**src/rtl/core/srv_weighted_priority_order_top_defines.svh**
```systemverilog
`ifndef SRV_WEIGHTED_PRIORITY_ORDER_TOP_DEFINES_SVH
`define SRV_WEIGHTED_PRIORITY_ORDER_TOP_DEFINES_SVH

// Check that prop holds at every clock edge outside reset.
`define SRV_WPO_ASSERT(lbl, clk, rst_n, prop) \
  lbl: assert property (@(posedge clk) disable iff (!(rst_n)) (prop)) \
    else $error("srv_wpo assertion failed");

// Check that cond never holds outside reset.
`define SRV_WPO_ASSERT_NEVER(lbl, clk, rst_n, cond) \
  lbl: assert property (@(posedge clk) disable iff (!(rst_n)) !(cond)) \
    else $error("srv_wpo forbidden condition seen");

`endif

```
**src/rtl/core/srv_wpo_pkg.sv**
```systemverilog
`default_nettype none

package srv_wpo_pkg;

  localparam int MAX_RECORDS = 16;
  localparam int IDX_W       = $clog2(MAX_RECORDS);
  localparam int CNT_W       = $clog2(MAX_RECORDS + 1);
  localparam int SUM_W       = 16 + CNT_W;
  localparam int SLOT_W      = 4;
  localparam int REC_W       = 32;
  localparam logic [CNT_W-1:0] MAX_CNT = CNT_W'(MAX_RECORDS);

  typedef enum logic [1:0] {
    ACT_CLEAR = 2'd0,
    ACT_LOAD  = 2'd1,
    ACT_DRAW  = 2'd2,
    ACT_NOP   = 2'd3
  } action_e;

  typedef enum logic [1:0] {
    STS_OK    = 2'd0,
    STS_FULL  = 2'd1,
    STS_EMPTY = 2'd2
  } status_e;

  typedef enum logic [2:0] {
    S_IDLE,
    S_MIN,
    S_SUM,
    S_TARGET,
    S_PICK,
    S_FINISH,
    S_DONE
  } state_e;

  typedef enum logic [2:0] {
    CMD_NONE,
    CMD_ACCEPT,
    CMD_SUM_INIT,
    CMD_TARGET,
    CMD_FINISH
  } cmd_op_e;

  typedef enum logic [1:0] {
    PH_MIN,
    PH_SUM,
    PH_PICK
  } phase_e;

  typedef struct packed {
    cmd_op_e op;
    logic    scan_en;
    phase_e  phase;
  } cmd_t;

  typedef struct packed {
    logic scan_done;
    logic any_pending;
    logic total_zero;
  } sts_t;

  function automatic logic [SLOT_W-1:0] slot_field(input logic [IDX_W-1:0] idx);
    logic [SLOT_W+IDX_W-1:0] ext;
    ext = {{SLOT_W{1'b0}}, idx};
    return ext[SLOT_W-1:0];
  endfunction

endpackage

`default_nettype wire

```
**src/rtl/core/srv_weighted_priority_order_top.sv**
```systemverilog
// Weighted priority order of SRV records. A request is taken when start is high and busy is
// low; its result appears on the result ports for exactly one cycle with done_o high, and
// the receiver cannot stall it, so it must take the result in that cycle. Clear, load, an
// unused action code and a draw from an empty table go from the idle state straight to the
// done state. A draw with records pending makes three sequential passes over
// the record store through its single registered read port (lowest priority, weight total,
// running-sum pick), a target multiply and a finish step; when every eligible weight is zero
// the pick pass is skipped.
`default_nettype none

module srv_weighted_priority_order_top (
  input  wire logic                           clk_i,
  input  wire logic                           rst_ni,
  input  wire logic                           start,
  output logic                                busy,
  input  wire logic [1:0]                     action_i,
  input  wire logic [15:0]                    rec_priority_i,
  input  wire logic [15:0]                    rec_weight_i,
  input  wire logic [15:0]                    random_fraction_i,
  output logic                                done_o,
  output logic      [1:0]                     status_o,
  output logic      [srv_wpo_pkg::SLOT_W-1:0] slot_index_o,
  output logic      [15:0]                    out_priority_o,
  output logic      [15:0]                    out_weight_o,
  output logic                                final_pick_o
);

  srv_wpo_pkg::cmd_t cmd;
  srv_wpo_pkg::sts_t sts;

  srv_wpo_ctrl u_ctrl (
    .clk_i    (clk_i),
    .rst_ni   (rst_ni),
    .start    (start),
    .action_i (action_i),
    .sts_i    (sts),
    .cmd_o    (cmd),
    .busy     (busy),
    .done_o   (done_o)
  );

  srv_wpo_datapath u_datapath (
    .clk_i             (clk_i),
    .rst_ni            (rst_ni),
    .cmd_i             (cmd),
    .sts_o             (sts),
    .action_i          (action_i),
    .rec_priority_i    (rec_priority_i),
    .rec_weight_i      (rec_weight_i),
    .random_fraction_i (random_fraction_i),
    .status_o          (status_o),
    .slot_index_o      (slot_index_o),
    .out_priority_o    (out_priority_o),
    .out_weight_o      (out_weight_o),
    .final_pick_o      (final_pick_o)
  );

endmodule

`default_nettype wire

```
**src/rtl/core/srv_wpo_ram.sv**
```systemverilog
`default_nettype none

module srv_wpo_ram #(
  parameter int WIDTH = 32,
  parameter int DEPTH = 16
) (
  input  wire logic                     clk_i,
  input  wire logic                     we_i,
  input  wire logic [$clog2(DEPTH)-1:0] waddr_i,
  input  wire logic [WIDTH-1:0]         wdata_i,
  input  wire logic [$clog2(DEPTH)-1:0] raddr_i,
  output logic      [WIDTH-1:0]         rdata_o
);

  logic [WIDTH-1:0] mem_q [DEPTH];
  logic [WIDTH-1:0] rdata_q;

  always_ff @(posedge clk_i) begin
    if (we_i) begin
      mem_q[waddr_i] <= wdata_i;
    end
    rdata_q <= mem_q[raddr_i];
  end

  assign rdata_o = rdata_q;

endmodule

`default_nettype wire

```
**src/rtl/core/srv_wpo_datapath.sv**
```systemverilog
`default_nettype none

`include "srv_weighted_priority_order_top_defines.svh"

module srv_wpo_datapath (
  input  wire logic                             clk_i,
  input  wire logic                             rst_ni,
  input  wire srv_wpo_pkg::cmd_t                cmd_i,
  output srv_wpo_pkg::sts_t                     sts_o,
  input  wire logic [1:0]                       action_i,
  input  wire logic [15:0]                      rec_priority_i,
  input  wire logic [15:0]                      rec_weight_i,
  input  wire logic [15:0]                      random_fraction_i,
  output logic      [1:0]                       status_o,
  output logic      [srv_wpo_pkg::SLOT_W-1:0]   slot_index_o,
  output logic      [15:0]                      out_priority_o,
  output logic      [15:0]                      out_weight_o,
  output logic                                  final_pick_o
);

  localparam int N  = srv_wpo_pkg::MAX_RECORDS;
  localparam int IW = srv_wpo_pkg::IDX_W;
  localparam int CW = srv_wpo_pkg::CNT_W;
  localparam int SW = srv_wpo_pkg::SUM_W;
  localparam int TW = srv_wpo_pkg::SLOT_W;

  logic [N-1:0]  mask_q, mask_d;
  logic [CW-1:0] loaded_q, loaded_d;
  logic [CW-1:0] cnt_q, cnt_d;
  logic          rd_vld_q, rd_vld_d;
  logic [IW-1:0] rd_idx_q, rd_idx_d;
  logic          min_vld_q, min_vld_d;
  logic          hit_q, hit_d;

  logic [15:0]   rf_q, rf_d;
  logic [15:0]   min_q, min_d;
  logic [SW-1:0] total_q, total_d;
  logic [SW-1:0] sum_q, sum_d;
  logic [SW-1:0] target_q, target_d;
  logic [IW-1:0] pick_idx_q, pick_idx_d;
  logic [15:0]   pick_prio_q, pick_prio_d;
  logic [15:0]   pick_wt_q, pick_wt_d;

  logic [1:0]    status_q, status_d;
  logic [TW-1:0] slot_q, slot_d;
  logic [15:0]   oprio_q, oprio_d;
  logic [15:0]   owt_q, owt_d;
  logic          final_q, final_d;

  logic                              ram_we;
  logic [IW-1:0]                     ram_waddr;
  logic [srv_wpo_pkg::REC_W-1:0]     ram_wdata;
  logic [IW-1:0]                     ram_raddr;
  logic [srv_wpo_pkg::REC_W-1:0]     ram_rdata;

  logic [15:0]   rd_prio;
  logic [15:0]   rd_wt;
  logic          rd_pend;
  logic          elig;
  logic [SW-1:0] sum_nxt;
  logic [SW+15:0] prod;
  logic [N-1:0]  pick_oh;
  logic [N-1:0]  mask_clr;

  srv_wpo_ram #(
    .WIDTH (srv_wpo_pkg::REC_W),
    .DEPTH (N)
  ) u_store (
    .clk_i   (clk_i),
    .we_i    (ram_we),
    .waddr_i (ram_waddr),
    .wdata_i (ram_wdata),
    .raddr_i (ram_raddr),
    .rdata_o (ram_rdata)
  );

  assign rd_prio = ram_rdata[31:16];
  assign rd_wt   = ram_rdata[15:0];
  assign rd_pend = mask_q[rd_idx_q];
  assign elig    = rd_vld_q && rd_pend && (rd_prio == min_q);
  assign sum_nxt = sum_q + SW'(rd_wt);
  assign prod    = (SW + 16)'(total_q) * (SW + 16)'(rf_q);

  always_comb begin
    for (int i = 0; i < N; i++) begin
      pick_oh[i] = (pick_idx_q == IW'(i));
    end
  end

  assign mask_clr = mask_q & ~pick_oh;

  always_comb begin
    mask_d      = mask_q;
    loaded_d    = loaded_q;
    cnt_d       = cnt_q;
    rd_vld_d    = 1'b0;
    rd_idx_d    = rd_idx_q;
    min_vld_d   = min_vld_q;
    hit_d       = hit_q;
    rf_d        = rf_q;
    min_d       = min_q;
    total_d     = total_q;
    sum_d       = sum_q;
    target_d    = target_q;
    pick_idx_d  = pick_idx_q;
    pick_prio_d = pick_prio_q;
    pick_wt_d   = pick_wt_q;
    status_d    = status_q;
    slot_d      = slot_q;
    oprio_d     = oprio_q;
    owt_d       = owt_q;
    final_d     = final_q;
    ram_we      = 1'b0;
    ram_waddr   = loaded_q[IW-1:0];
    ram_wdata   = {rec_priority_i, rec_weight_i};
    ram_raddr   = cnt_q[IW-1:0];

    // issue one read per cycle
    if (cmd_i.scan_en && (cnt_q != srv_wpo_pkg::MAX_CNT)) begin
      rd_vld_d = 1'b1;
      rd_idx_d = cnt_q[IW-1:0];
      cnt_d    = cnt_q + CW'(1);
    end

    if (rd_vld_q) begin
      case (cmd_i.phase)
        srv_wpo_pkg::PH_MIN: begin
          if (rd_pend && (!min_vld_q || (rd_prio < min_q))) begin
            min_d     = rd_prio;
            min_vld_d = 1'b1;
          end
        end
        srv_wpo_pkg::PH_SUM: begin
          if (elig) begin
            total_d     = total_q + SW'(rd_wt);
            pick_idx_d  = rd_idx_q;
            pick_prio_d = rd_prio;
            pick_wt_d   = rd_wt;
          end
        end
        srv_wpo_pkg::PH_PICK: begin
          if (elig && (rd_wt != 16'd0) && !hit_q) begin
            sum_d = sum_nxt;
            if (sum_nxt >= target_q) begin
              hit_d       = 1'b1;
              pick_idx_d  = rd_idx_q;
              pick_prio_d = rd_prio;
              pick_wt_d   = rd_wt;
            end
          end
        end
        default: begin
        end
      endcase
    end

    case (cmd_i.op)
      srv_wpo_pkg::CMD_ACCEPT: begin
        cnt_d     = '0;
        rd_vld_d  = 1'b0;
        min_vld_d = 1'b0;
        rf_d      = random_fraction_i;
        status_d  = srv_wpo_pkg::STS_OK;
        slot_d    = '0;
        oprio_d   = '0;
        owt_d     = '0;
        final_d   = 1'b0;
        case (action_i)
          srv_wpo_pkg::ACT_CLEAR: begin
            mask_d   = '0;
            loaded_d = '0;
          end
          srv_wpo_pkg::ACT_LOAD: begin
            if (loaded_q == srv_wpo_pkg::MAX_CNT) begin
              status_d = srv_wpo_pkg::STS_FULL;
            end else begin
              ram_we                   = 1'b1;
              mask_d[loaded_q[IW-1:0]] = 1'b1;
              slot_d                   = srv_wpo_pkg::slot_field(loaded_q[IW-1:0]);
              loaded_d                 = loaded_q + CW'(1);
            end
          end
          srv_wpo_pkg::ACT_DRAW: begin
            if (mask_q == '0) begin
              status_d = srv_wpo_pkg::STS_EMPTY;
            end
          end
          default: begin
          end
        endcase
      end
      srv_wpo_pkg::CMD_SUM_INIT: begin
        cnt_d    = '0;
        rd_vld_d = 1'b0;
        total_d  = '0;
      end
      srv_wpo_pkg::CMD_TARGET: begin
        cnt_d    = '0;
        rd_vld_d = 1'b0;
        sum_d    = '0;
        hit_d    = 1'b0;
        target_d = prod[SW+15:16] + SW'(1);
      end
      srv_wpo_pkg::CMD_FINISH: begin
        mask_d   = mask_clr;
        status_d = srv_wpo_pkg::STS_OK;
        slot_d   = srv_wpo_pkg::slot_field(pick_idx_q);
        oprio_d  = pick_prio_q;
        owt_d    = pick_wt_q;
        final_d  = (mask_clr == '0);
      end
      default: begin
      end
    endcase
  end

  always_ff @(posedge clk_i or negedge rst_ni) begin
    if (!rst_ni) begin
      mask_q    <= '0;
      loaded_q  <= '0;
      cnt_q     <= '0;
      rd_vld_q  <= 1'b0;
      min_vld_q <= 1'b0;
      hit_q     <= 1'b0;
    end else begin
      mask_q    <= mask_d;
      loaded_q  <= loaded_d;
      cnt_q     <= cnt_d;
      rd_vld_q  <= rd_vld_d;
      min_vld_q <= min_vld_d;
      hit_q     <= hit_d;
    end
  end

  always_ff @(posedge clk_i) begin
    rd_idx_q    <= rd_idx_d;
    rf_q        <= rf_d;
    min_q       <= min_d;
    total_q     <= total_d;
    sum_q       <= sum_d;
    target_q    <= target_d;
    pick_idx_q  <= pick_idx_d;
    pick_prio_q <= pick_prio_d;
    pick_wt_q   <= pick_wt_d;
    status_q    <= status_d;
    slot_q      <= slot_d;
    oprio_q     <= oprio_d;
    owt_q       <= owt_d;
    final_q     <= final_d;
  end

  assign sts_o.scan_done   = (cnt_q == srv_wpo_pkg::MAX_CNT) && !rd_vld_q;
  assign sts_o.any_pending = |mask_q;
  assign sts_o.total_zero  = (total_q == '0);

  assign status_o       = status_q;
  assign slot_index_o   = slot_q;
  assign out_priority_o = oprio_q;
  assign out_weight_o   = owt_q;
  assign final_pick_o   = final_q;

  `SRV_WPO_ASSERT(a_finish_pick_pending, clk_i, rst_ni,
    (cmd_i.op == srv_wpo_pkg::CMD_FINISH) |-> mask_q[pick_idx_q])
  `SRV_WPO_ASSERT(a_pick_hits_target, clk_i, rst_ni,
    (cmd_i.op == srv_wpo_pkg::CMD_FINISH && !sts_o.total_zero) |-> hit_q)

endmodule

`default_nettype wire

```
**src/rtl/core/srv_wpo_ctrl.sv**
```systemverilog
`default_nettype none

`include "srv_weighted_priority_order_top_defines.svh"

module srv_wpo_ctrl (
  input  wire logic              clk_i,
  input  wire logic              rst_ni,
  input  wire logic              start,
  input  wire logic [1:0]        action_i,
  input  wire srv_wpo_pkg::sts_t sts_i,
  output srv_wpo_pkg::cmd_t      cmd_o,
  output logic                   busy,
  output logic                   done_o
);

  srv_wpo_pkg::state_e state_q, state_d;

  always_ff @(posedge clk_i or negedge rst_ni) begin
    if (!rst_ni) begin
      state_q <= srv_wpo_pkg::S_IDLE;
    end else begin
      state_q <= state_d;
    end
  end

  always_comb begin
    state_d       = state_q;
    cmd_o.op      = srv_wpo_pkg::CMD_NONE;
    cmd_o.scan_en = 1'b0;
    cmd_o.phase   = srv_wpo_pkg::PH_MIN;
    busy          = 1'b1;
    done_o        = 1'b0;
    case (state_q)
      srv_wpo_pkg::S_IDLE: begin
        busy = 1'b0;
        if (start) begin
          cmd_o.op = srv_wpo_pkg::CMD_ACCEPT;
          if ((action_i == srv_wpo_pkg::ACT_DRAW) && sts_i.any_pending) begin
            state_d = srv_wpo_pkg::S_MIN;
          end else begin
            state_d = srv_wpo_pkg::S_DONE;
          end
        end
      end
      srv_wpo_pkg::S_MIN: begin
        cmd_o.scan_en = 1'b1;
        cmd_o.phase   = srv_wpo_pkg::PH_MIN;
        if (sts_i.scan_done) begin
          cmd_o.op = srv_wpo_pkg::CMD_SUM_INIT;
          state_d  = srv_wpo_pkg::S_SUM;
        end
      end
      srv_wpo_pkg::S_SUM: begin
        cmd_o.scan_en = 1'b1;
        cmd_o.phase   = srv_wpo_pkg::PH_SUM;
        if (sts_i.scan_done) begin
          state_d = srv_wpo_pkg::S_TARGET;
        end
      end
      srv_wpo_pkg::S_TARGET: begin
        cmd_o.op = srv_wpo_pkg::CMD_TARGET;
        // all weights zero: keep the fallback pick
        if (sts_i.total_zero) begin
          state_d = srv_wpo_pkg::S_FINISH;
        end else begin
          state_d = srv_wpo_pkg::S_PICK;
        end
      end
      srv_wpo_pkg::S_PICK: begin
        cmd_o.scan_en = 1'b1;
        cmd_o.phase   = srv_wpo_pkg::PH_PICK;
        if (sts_i.scan_done) begin
          state_d = srv_wpo_pkg::S_FINISH;
        end
      end
      srv_wpo_pkg::S_FINISH: begin
        cmd_o.op = srv_wpo_pkg::CMD_FINISH;
        state_d  = srv_wpo_pkg::S_DONE;
      end
      srv_wpo_pkg::S_DONE: begin
        done_o  = 1'b1;
        state_d = srv_wpo_pkg::S_IDLE;
      end
      default: begin
        state_d = srv_wpo_pkg::S_IDLE;
      end
    endcase
  end

  `SRV_WPO_ASSERT(a_draw_enters_scan, clk_i, rst_ni,
    (start && !busy && action_i == srv_wpo_pkg::ACT_DRAW && sts_i.any_pending)
      |=> (state_q == srv_wpo_pkg::S_MIN))
  `SRV_WPO_ASSERT(a_done_then_idle, clk_i, rst_ni, done_o |=> !busy)
  `SRV_WPO_ASSERT_NEVER(a_no_pick_on_zero_total, clk_i, rst_ni,
    (state_q == srv_wpo_pkg::S_PICK) && sts_i.total_zero)

endmodule

`default_nettype wire

```
**config.mk**
```make
export PLATFORM = sky130hd
export DESIGN_NAME = srv_weighted_priority_order_top
export DESIGN_NICKNAME = d
export VERILOG_FILES = /design/src/rtl/core/srv_wpo_pkg.sv /design/src/rtl/core/srv_weighted_priority_order_top.sv /design/src/rtl/core/srv_wpo_ram.sv /design/src/rtl/core/srv_wpo_datapath.sv /design/src/rtl/core/srv_wpo_ctrl.sv
export VERILOG_INCLUDE_DIRS = /design/src /design/src/rtl/core
export SDC_FILE = /design/constraint.sdc
export NUM_CORES = 2
export LEC_CHECK = 0
export BUFFER_PORTS_ARGS = -buffer_cell sky130_fd_sc_hd__buf_2
export CORE_MARGIN = 4
export CORE_UTILIZATION = 50
export DETAILED_ROUTE_END_ITERATION = 16
export GPL_TIMING_DRIVEN = 0
export HOLD_SLACK_MARGIN = 0.12
export PLACE_DENSITY_LB_ADDON = 0.25
export SYNTH_ARGS = -nofsm -noshare
export SYNTH_HDL_FRONTEND = slang
export SYNTH_SLANG_ARGS = --single-unit
```
**constraint.sdc**
```tcl
create_clock -name clk_i -period 9.9 [get_ports clk_i]
set_input_delay 0.99 -clock clk_i [delete_from_list [all_inputs] [get_ports clk_i]]
set_output_delay 0.99 -clock clk_i [all_outputs]
set_load 0.1 [all_outputs]
```
Word level (Yosys, flattened, before mapping)
Memory sizes are Yosys's and may differ from the RTL's. A register that Yosys moved wholly into a read port is not among the register bits.
Cells that the tools add are included.
{ "totals": {"reg_bits": 206, "ramBits": 512, "out_inout_bits": 41, "n_memories": 1} }
{ "memory_table": {"columns": ["memory", "depth", "width", "read_ports", "rd_ports_with_merged_regs", "write_ports", "line_no", "rtl"], "rows": [
  ["u_datapath.u_store.mem_q", 16, 32, 1, 1, 1, "srv_wpo_ram.sv:15", "logic [WIDTH-1:0] mem_q [DEPTH];"]
]} }
{ "classes": {"addsub": 5, "mul": 1, "magnitude_cmp": 5, "n_eq_ne": 43, "n_mux": 62, "n_bitwise": 3, "n_reduce_logical": 43} }
{ "op_table": {"columns": ["operator", "n"], "rows": [
  ["16-bit case mux with 2 select lines", 6],
  ["16-bit 2-to-1 mux", 7],
  ["21-bit by 16-bit adder with 21-bit output", 2],
  ["21-bit by 16-bit multiplier with 37-bit output", 1],
  ["4-bit equality test (second input constant)", 8],
  ["16-bit zero test", 2],
  ["1-bit 2-to-1 mux", 23],
  ["2-bit nonzero test", 11],
  ["21-bit by 1-bit adder with 21-bit output (second input constant)", 1],
  ["21-bit >= comparator", 1],
  ["21-bit zero test", 1],
  ["4-bit 2-to-1 mux", 5],
  ["3-bit case mux with 6 select lines", 1],
  ["3-bit AND reduction", 6],
  ["16-bit bitwise AND", 1],
  ["16-bit equality test", 1],
  ["4-bit by 3-bit equality test with 1-bit output (second input constant)", 4],
  ["16-bit less-than comparator", 1],
  ["16-bit NOT", 1],
  ["16-bit bitwise OR", 1],
  ["4-bit case mux with 2 select lines", 2],
  ["16-bit nonzero test", 1],
  ["16-bit OR reduction", 1],
  ["3-bit 2-to-1 mux", 5],
  ["33 further kinds", 69]
]} }

Longest topological paths before layout
{ "depth": {"word_depth": 10, "mapped_depth": 30} }

Hierarchy
A second synthesis with hierarchy kept.
{ "hier_totals": {"cells_unflattened": 3115, "hier_area_um2": 41662.5} }
{ "modules_own_cells": {"columns": ["mod", "instances", "cells_per_inst", "area_each_um2", "seq_area_each_um2"], "rows": [
  ["srv_wpo_datapath", 1, 2242, 21523.1, 5530.3],
  ["srv_wpo_ram", 1, 838, 19835.3, 16015.4],
  ["srv_wpo_ctrl", 1, 35, 304.0, 75.1]
]} }

Worst setup path after synthesis
Ideal clock, no wire load.
{ "synth_timing": {"path_type": "register to register", "from": "register u_datapath.rf_q[1]", "to": "register u_datapath.target_q[20], data pin", "arrival_time_ps": 6864, "required_ps": 9640, "setup_slack_ps": 2776, "path_stages_with_launch": 28, "n_path_buf": 2, "period_less_slack_ps": 7124, "path_cell_list": "edfxtp_1 clkbuf_1 clkbuf_1 nand2_1 fa_1 fa_1 fa_1 inv_1 fa_1 fa_1 inv_1 fa_1 inv_1 ha_1 a21oi_2 a21oi_1 a311oi_1 a21boi_0 xnor2_1 ha_1 nand3_1 nor3b_1 and4_1 o311a_1 nand4_1 o21a_1 a211oi_2 xnor2_1"} }
{ "synth_between": {"elab_chain_len": 2} }
{ "synth_rtl": {"columns": ["item", "line_no", "rtl"], "rows": [
  ["start, declared", "srv_wpo_datapath.sv:35", "logic [15:0] rf_q, rf_d;"],
  ["start signal, assigned", "srv_wpo_datapath.sv:237", "rf_q <= rf_d;"],
  ["21-bit by 16-bit multiplier with 37-bit output", "srv_wpo_datapath.sv:82", "assign prod = (SW + 16)'(total_q) * (SW + 16)'(rf_q);"],
  ["21-bit by 1-bit adder with 21-bit output", "srv_wpo_datapath.sv:202", "target_d = prod[SW+15:16] + SW'(1);"],
  ["end signal, assigned", "srv_wpo_datapath.sv:241", "target_q <= target_d;"],
  ["end, declared", "srv_wpo_datapath.sv:39", "logic [SW-1:0] target_q, target_d;"]
]} }
Every way passes these cells.
A chain may end at the register's enable or synchronous reset.

Worst setup path in the final report
{ "layout_timing": {"from": "register u_datapath.total_q[10]", "to": "register u_datapath.target_q[20], data pin"} }
{ "layout_between": {"elab_chain_len": 2} }
{ "layout_rtl": {"columns": ["item", "line_no", "rtl"], "rows": [
  ["start, declared", "srv_wpo_datapath.sv:37", "logic [SW-1:0] total_q, total_d;"],
  ["start signal, assigned", "srv_wpo_datapath.sv:239", "total_q <= total_d;"],
  ["21-bit by 16-bit multiplier with 37-bit output", "srv_wpo_datapath.sv:82", null],
  ["21-bit by 1-bit adder with 21-bit output", "srv_wpo_datapath.sv:202", null]
]} }
Every way passes these cells.

==> flow_metrics.env <==
export IMPL_cts_resized=0
export IMPL_r2r_slack_ns=1.22
export IMPL_yosysMostFrequentCell="edfxtp_1"
export IMPL_ir_drop_mv=0.222
export IMPL_cts_root_buf="clkbuf_16"
export IMPL_hold_path_class="in2async"
export IMPL_clock_path_buffers=3
export IMPL_cts_hold_buf=0
export IMPL_synth_edff_count=644
export IMPL_io_pins=94
export IMPL_grt_max_degree=33
export IMPL_clk_pin_slew_worst_paths_ns=0.06
export IMPL_synth_top_area_share=0.470
export IMPL_core_mm2=0.0811
export IMPL_drt_iter0_drc=2274
export IMPL_clock_skew_ns=0.0638
export IMPL_power_leakage_nw=17.9
export IMPL_reg2reg_to="u_datapath.target_q[20]"
export IMPL_syn_inst=2963
export IMPL_startpoint_type="flip-flop"
export IMPL_setup_worst_path_start="u_datapath.total_q[10]"
export IMPL_worstSetupEndpoint="u_datapath.target_q[20]"
export IMPL_num_fill_cells=6364
export IMPL_synth_seq_cells=750
export IMPL_critPathMaxFanout=10
export IMPL_wl_per_cell_um=24.2
export IMPL_p_per_area_mw_per_mm2=206
export IMPL_final_net_count=3666
export IMPL_dieArea_mm2=0.0869
export IMPL_max_slew_margin=0.116
export IMPL_cts_sinks=750
export IMPL_dp_hpwl_um=74300
export IMPL_hold_violations=0
export IMPL_track_usage=0.245
export IMPL_grt_pass1_vias=26150
export IMPL_clk_latency_ns=0.65
export IMPL_critPathKind="reg2reg"
export IMPL_min_period_ns=8.68
export IMPL_cts_tree="yes"
export IMPL_dieHeight_um=295
export IMPL_drt_wl_total_um=104000
export IMPL_synth_area_leaders="edfxtp_1, fa_1, mux4_2, ha_1, dfxtp_1"
export IMPL_drive_above_1_share=0.138
export IMPL_syn_area_mm2=0.0411
export IMPL_final_util=0.568
export IMPL_ys_top_cells_by_count="edfxtp_1, inv_1, fa_1"
export IMPL_reg2regPathDepth=27
export IMPL_synth_flop_cell="edfxtp_1"
export IMPL_antenna_found_initial=9
export IMPL_ys_seq_area_frac=0.526
export IMPL_synth_async_reset_ratio=0.0427
export IMPL_crit_arrival_ns=9.05
export IMPL_synth_avg_cell_area_um2=13.9
export IMPL_maxCapViolations=0
export IMPL_timing_fmax_mhz=115
export IMPL_drc_errors=0
export IMPL_status="finished clean"
export IMPL_grt_setup_unrepaired="no"
export IMPL_worst_pin_slew_ns=1.32
export IMPL_fp_dieW_um=295
export IMPL_gp_congestion=0.891
export IMPL_end_kind="flip-flop"
export IMPL_ys_types=77
export IMPL_port_buffers=93
export IMPL_crit_required_ns=10.27
export IMPL_viasPerCell=5.82
export IMPL_syn2layout_area_growth_pct=12.0
export IMPL_cts_htree_levels=3
export IMPL_syn_nets=3466
export IMPL_drtAntennaViolNets=0
export IMPL_rows=104
export IMPL_grt_overflow=0
export IMPL_slew_violations=0
export IMPL_initial_core_util=0.507
export IMPL_fin_tns_setup_ns=0
export IMPL_synth_top_area_cell="edfxtp_1"
export IMPL_yosys_warnings=0
export IMPL_grt_pass1_wl_um=159000
export IMPL_routed_via_count=24964
export IMPL_drt_pass1_iter_count=6
export IMPL_min_period_over_period=0.877
export IMPL_cts_setup_buffers=0
export IMPL_r2r_start="u_datapath.total_q[10]"
export IMPL_finalSetupViolCount=0
export IMPL_cts_buffers=78
## report_power, final
part / internal (mW) / switching [mW]
combinational: 0.961 / 1.67
clock: 1.63 / 1.26
sequential: 3.72 / 0.234
## flip-flops by register name, summed over array words and instances, names as in the netlist, 2 cells and up
name / cells
u_datapath.cnt_q: 5
u_datapath.min_q: 16
u_datapath.loaded_q: 5
u_datapath.pick_prio_q: 16
u_datapath.sum_q: 21
u_datapath.pick_wt_q: 16
u_datapath.out_weight_o: 16
u_datapath.rd_idx_q: 4
u_datapath.u_store.rdata_o: 32
u_datapath.out_priority_o: 16
u_datapath.rf_q: 16
u_ctrl.state_q: 3
u_datapath.slot_index_o: 4
u_datapath.u_store.mem_q: 512
u_datapath.mask_q: 16
u_datapath.status_o: 2
u_datapath.target_q: 21
u_datapath.pick_idx_q: 4
u_datapath.total_q: 21
## worst min path at each step
stage	endpoint	startpoint	slack, ns
floorplan	u_datapath.rd_idx_q[2]	u_datapath.cnt_q[2]	0.42
global placement	u_datapath.rd_idx_q[3]	u_datapath.cnt_q[3]	0.44
detailed placement	u_datapath.rd_idx_q[3]	u_datapath.cnt_q[3]	0.43
CTS	u_datapath.loaded_q[0]	rst_ni	0.43
global route	u_datapath.rd_idx_q[3]	u_datapath.cnt_q[3]	0.46
finish	u_datapath.loaded_q[0]	rst_ni	0.44
## layout by cell type (no fill, tap or decap), types with 49 or more instances in the layout
cell / instances
o21ai_0: 49
dfxtp_1: 74
clkbuf_16: 78
clkbuf_1: 131
mux4_2: 165
nor2_1: 115
ha_1: 185
a21oi_1: 78
fa_1: 265
and2_1: 180
buf_2: 95
nand2_1: 255
inv_1: 363
edfxtp_1: 644
## worst max-delay path, cell delays in order (launching register included)
cell      delay [ns]
dfxtp_1         0.73
clkbuf_1        0.68
nand2_1         0.18
fa_1            0.54
fa_1            0.59
fa_1            0.45
fa_1            0.54
inv_1           0.05
fa_1            0.48
inv_1           0.07
fa_1            0.48
inv_1           0.05
ha_1            0.33
nand3_1         0.16
nor3_1          0.33
a22oi_4         0.18
a21oi_1         0.17
nor2_1          0.07
xnor2_1         0.37
ha_1            0.33
nand3_1         0.10
nor3b_1         0.20
and4_1          0.35
o311a_1         0.24
nand4_1         0.19
o21a_1          0.24
a211oi_2        0.22
xnor2_1         0.12
## routing by layer
layer | share of wire | wire length [µm] | GRT usage | vias up
li1 | - | - | - | 10846
met1 | 0.40 | 41200 | 0.328 | 12816
met2 | 0.49 | 50700 | 0.407 | 1089
met3 | 0.081 | 8440 | 0.0466 | 205
met4 | 0.034 | 3540 | 0.0805 | 8
met5 | 0.00051 | 53 | 0 | -
## cells by family after synthesis
| logic type | count (synthesis) | share of synthesized area |
|---|---|---|
| flops | 750 | 0.526 |
| simple gates | 743 | 0.0896 |
| buf+inv | 497 | 0.0454 |
| fa+ha+maj | 450 | 0.185 |
| compound gates | 256 | 0.0415 |
| mux | 187 | 0.0957 |
| xor+xnor | 80 | 0.0170 |
## through the flow
step / total power [mW] / hold WS [ns] / setup WS [ns] / std cells / instance area (µm²)
finish: 9.47 / 0.438 / 1.22 / 4291 / 46100
global route: 9.86 / 0.461 / 0.733 / 4288 / 46100
global placement: 6.56 / 0.438 / 1.35 / 4116 / 42900
CTS: 9.53 / 0.430 / 1.29 / 4287 / 46100
detailed placement: 6.64 / 0.432 / 1.32 / 4143 / 43500
floorplan: 5.81 / 0.423 / 2.78 / 2963 / 41100
## cell type report
cell class	instances	area [µm²]	area share
clock inverter	40	419	0.00910
antenna	4	10.0	0.000217
sequential	750	21600	0.469
timing repair buffer	120	931	0.0202
multi-input combinational	1716	17800	0.386
clock buffer	104	2110	0.0458
inverter	365	1370	0.0297
tap	1060	1330	0.0288
buffer	132	499	0.0108
No activity file was read; power rests on OpenSTA's default activity.
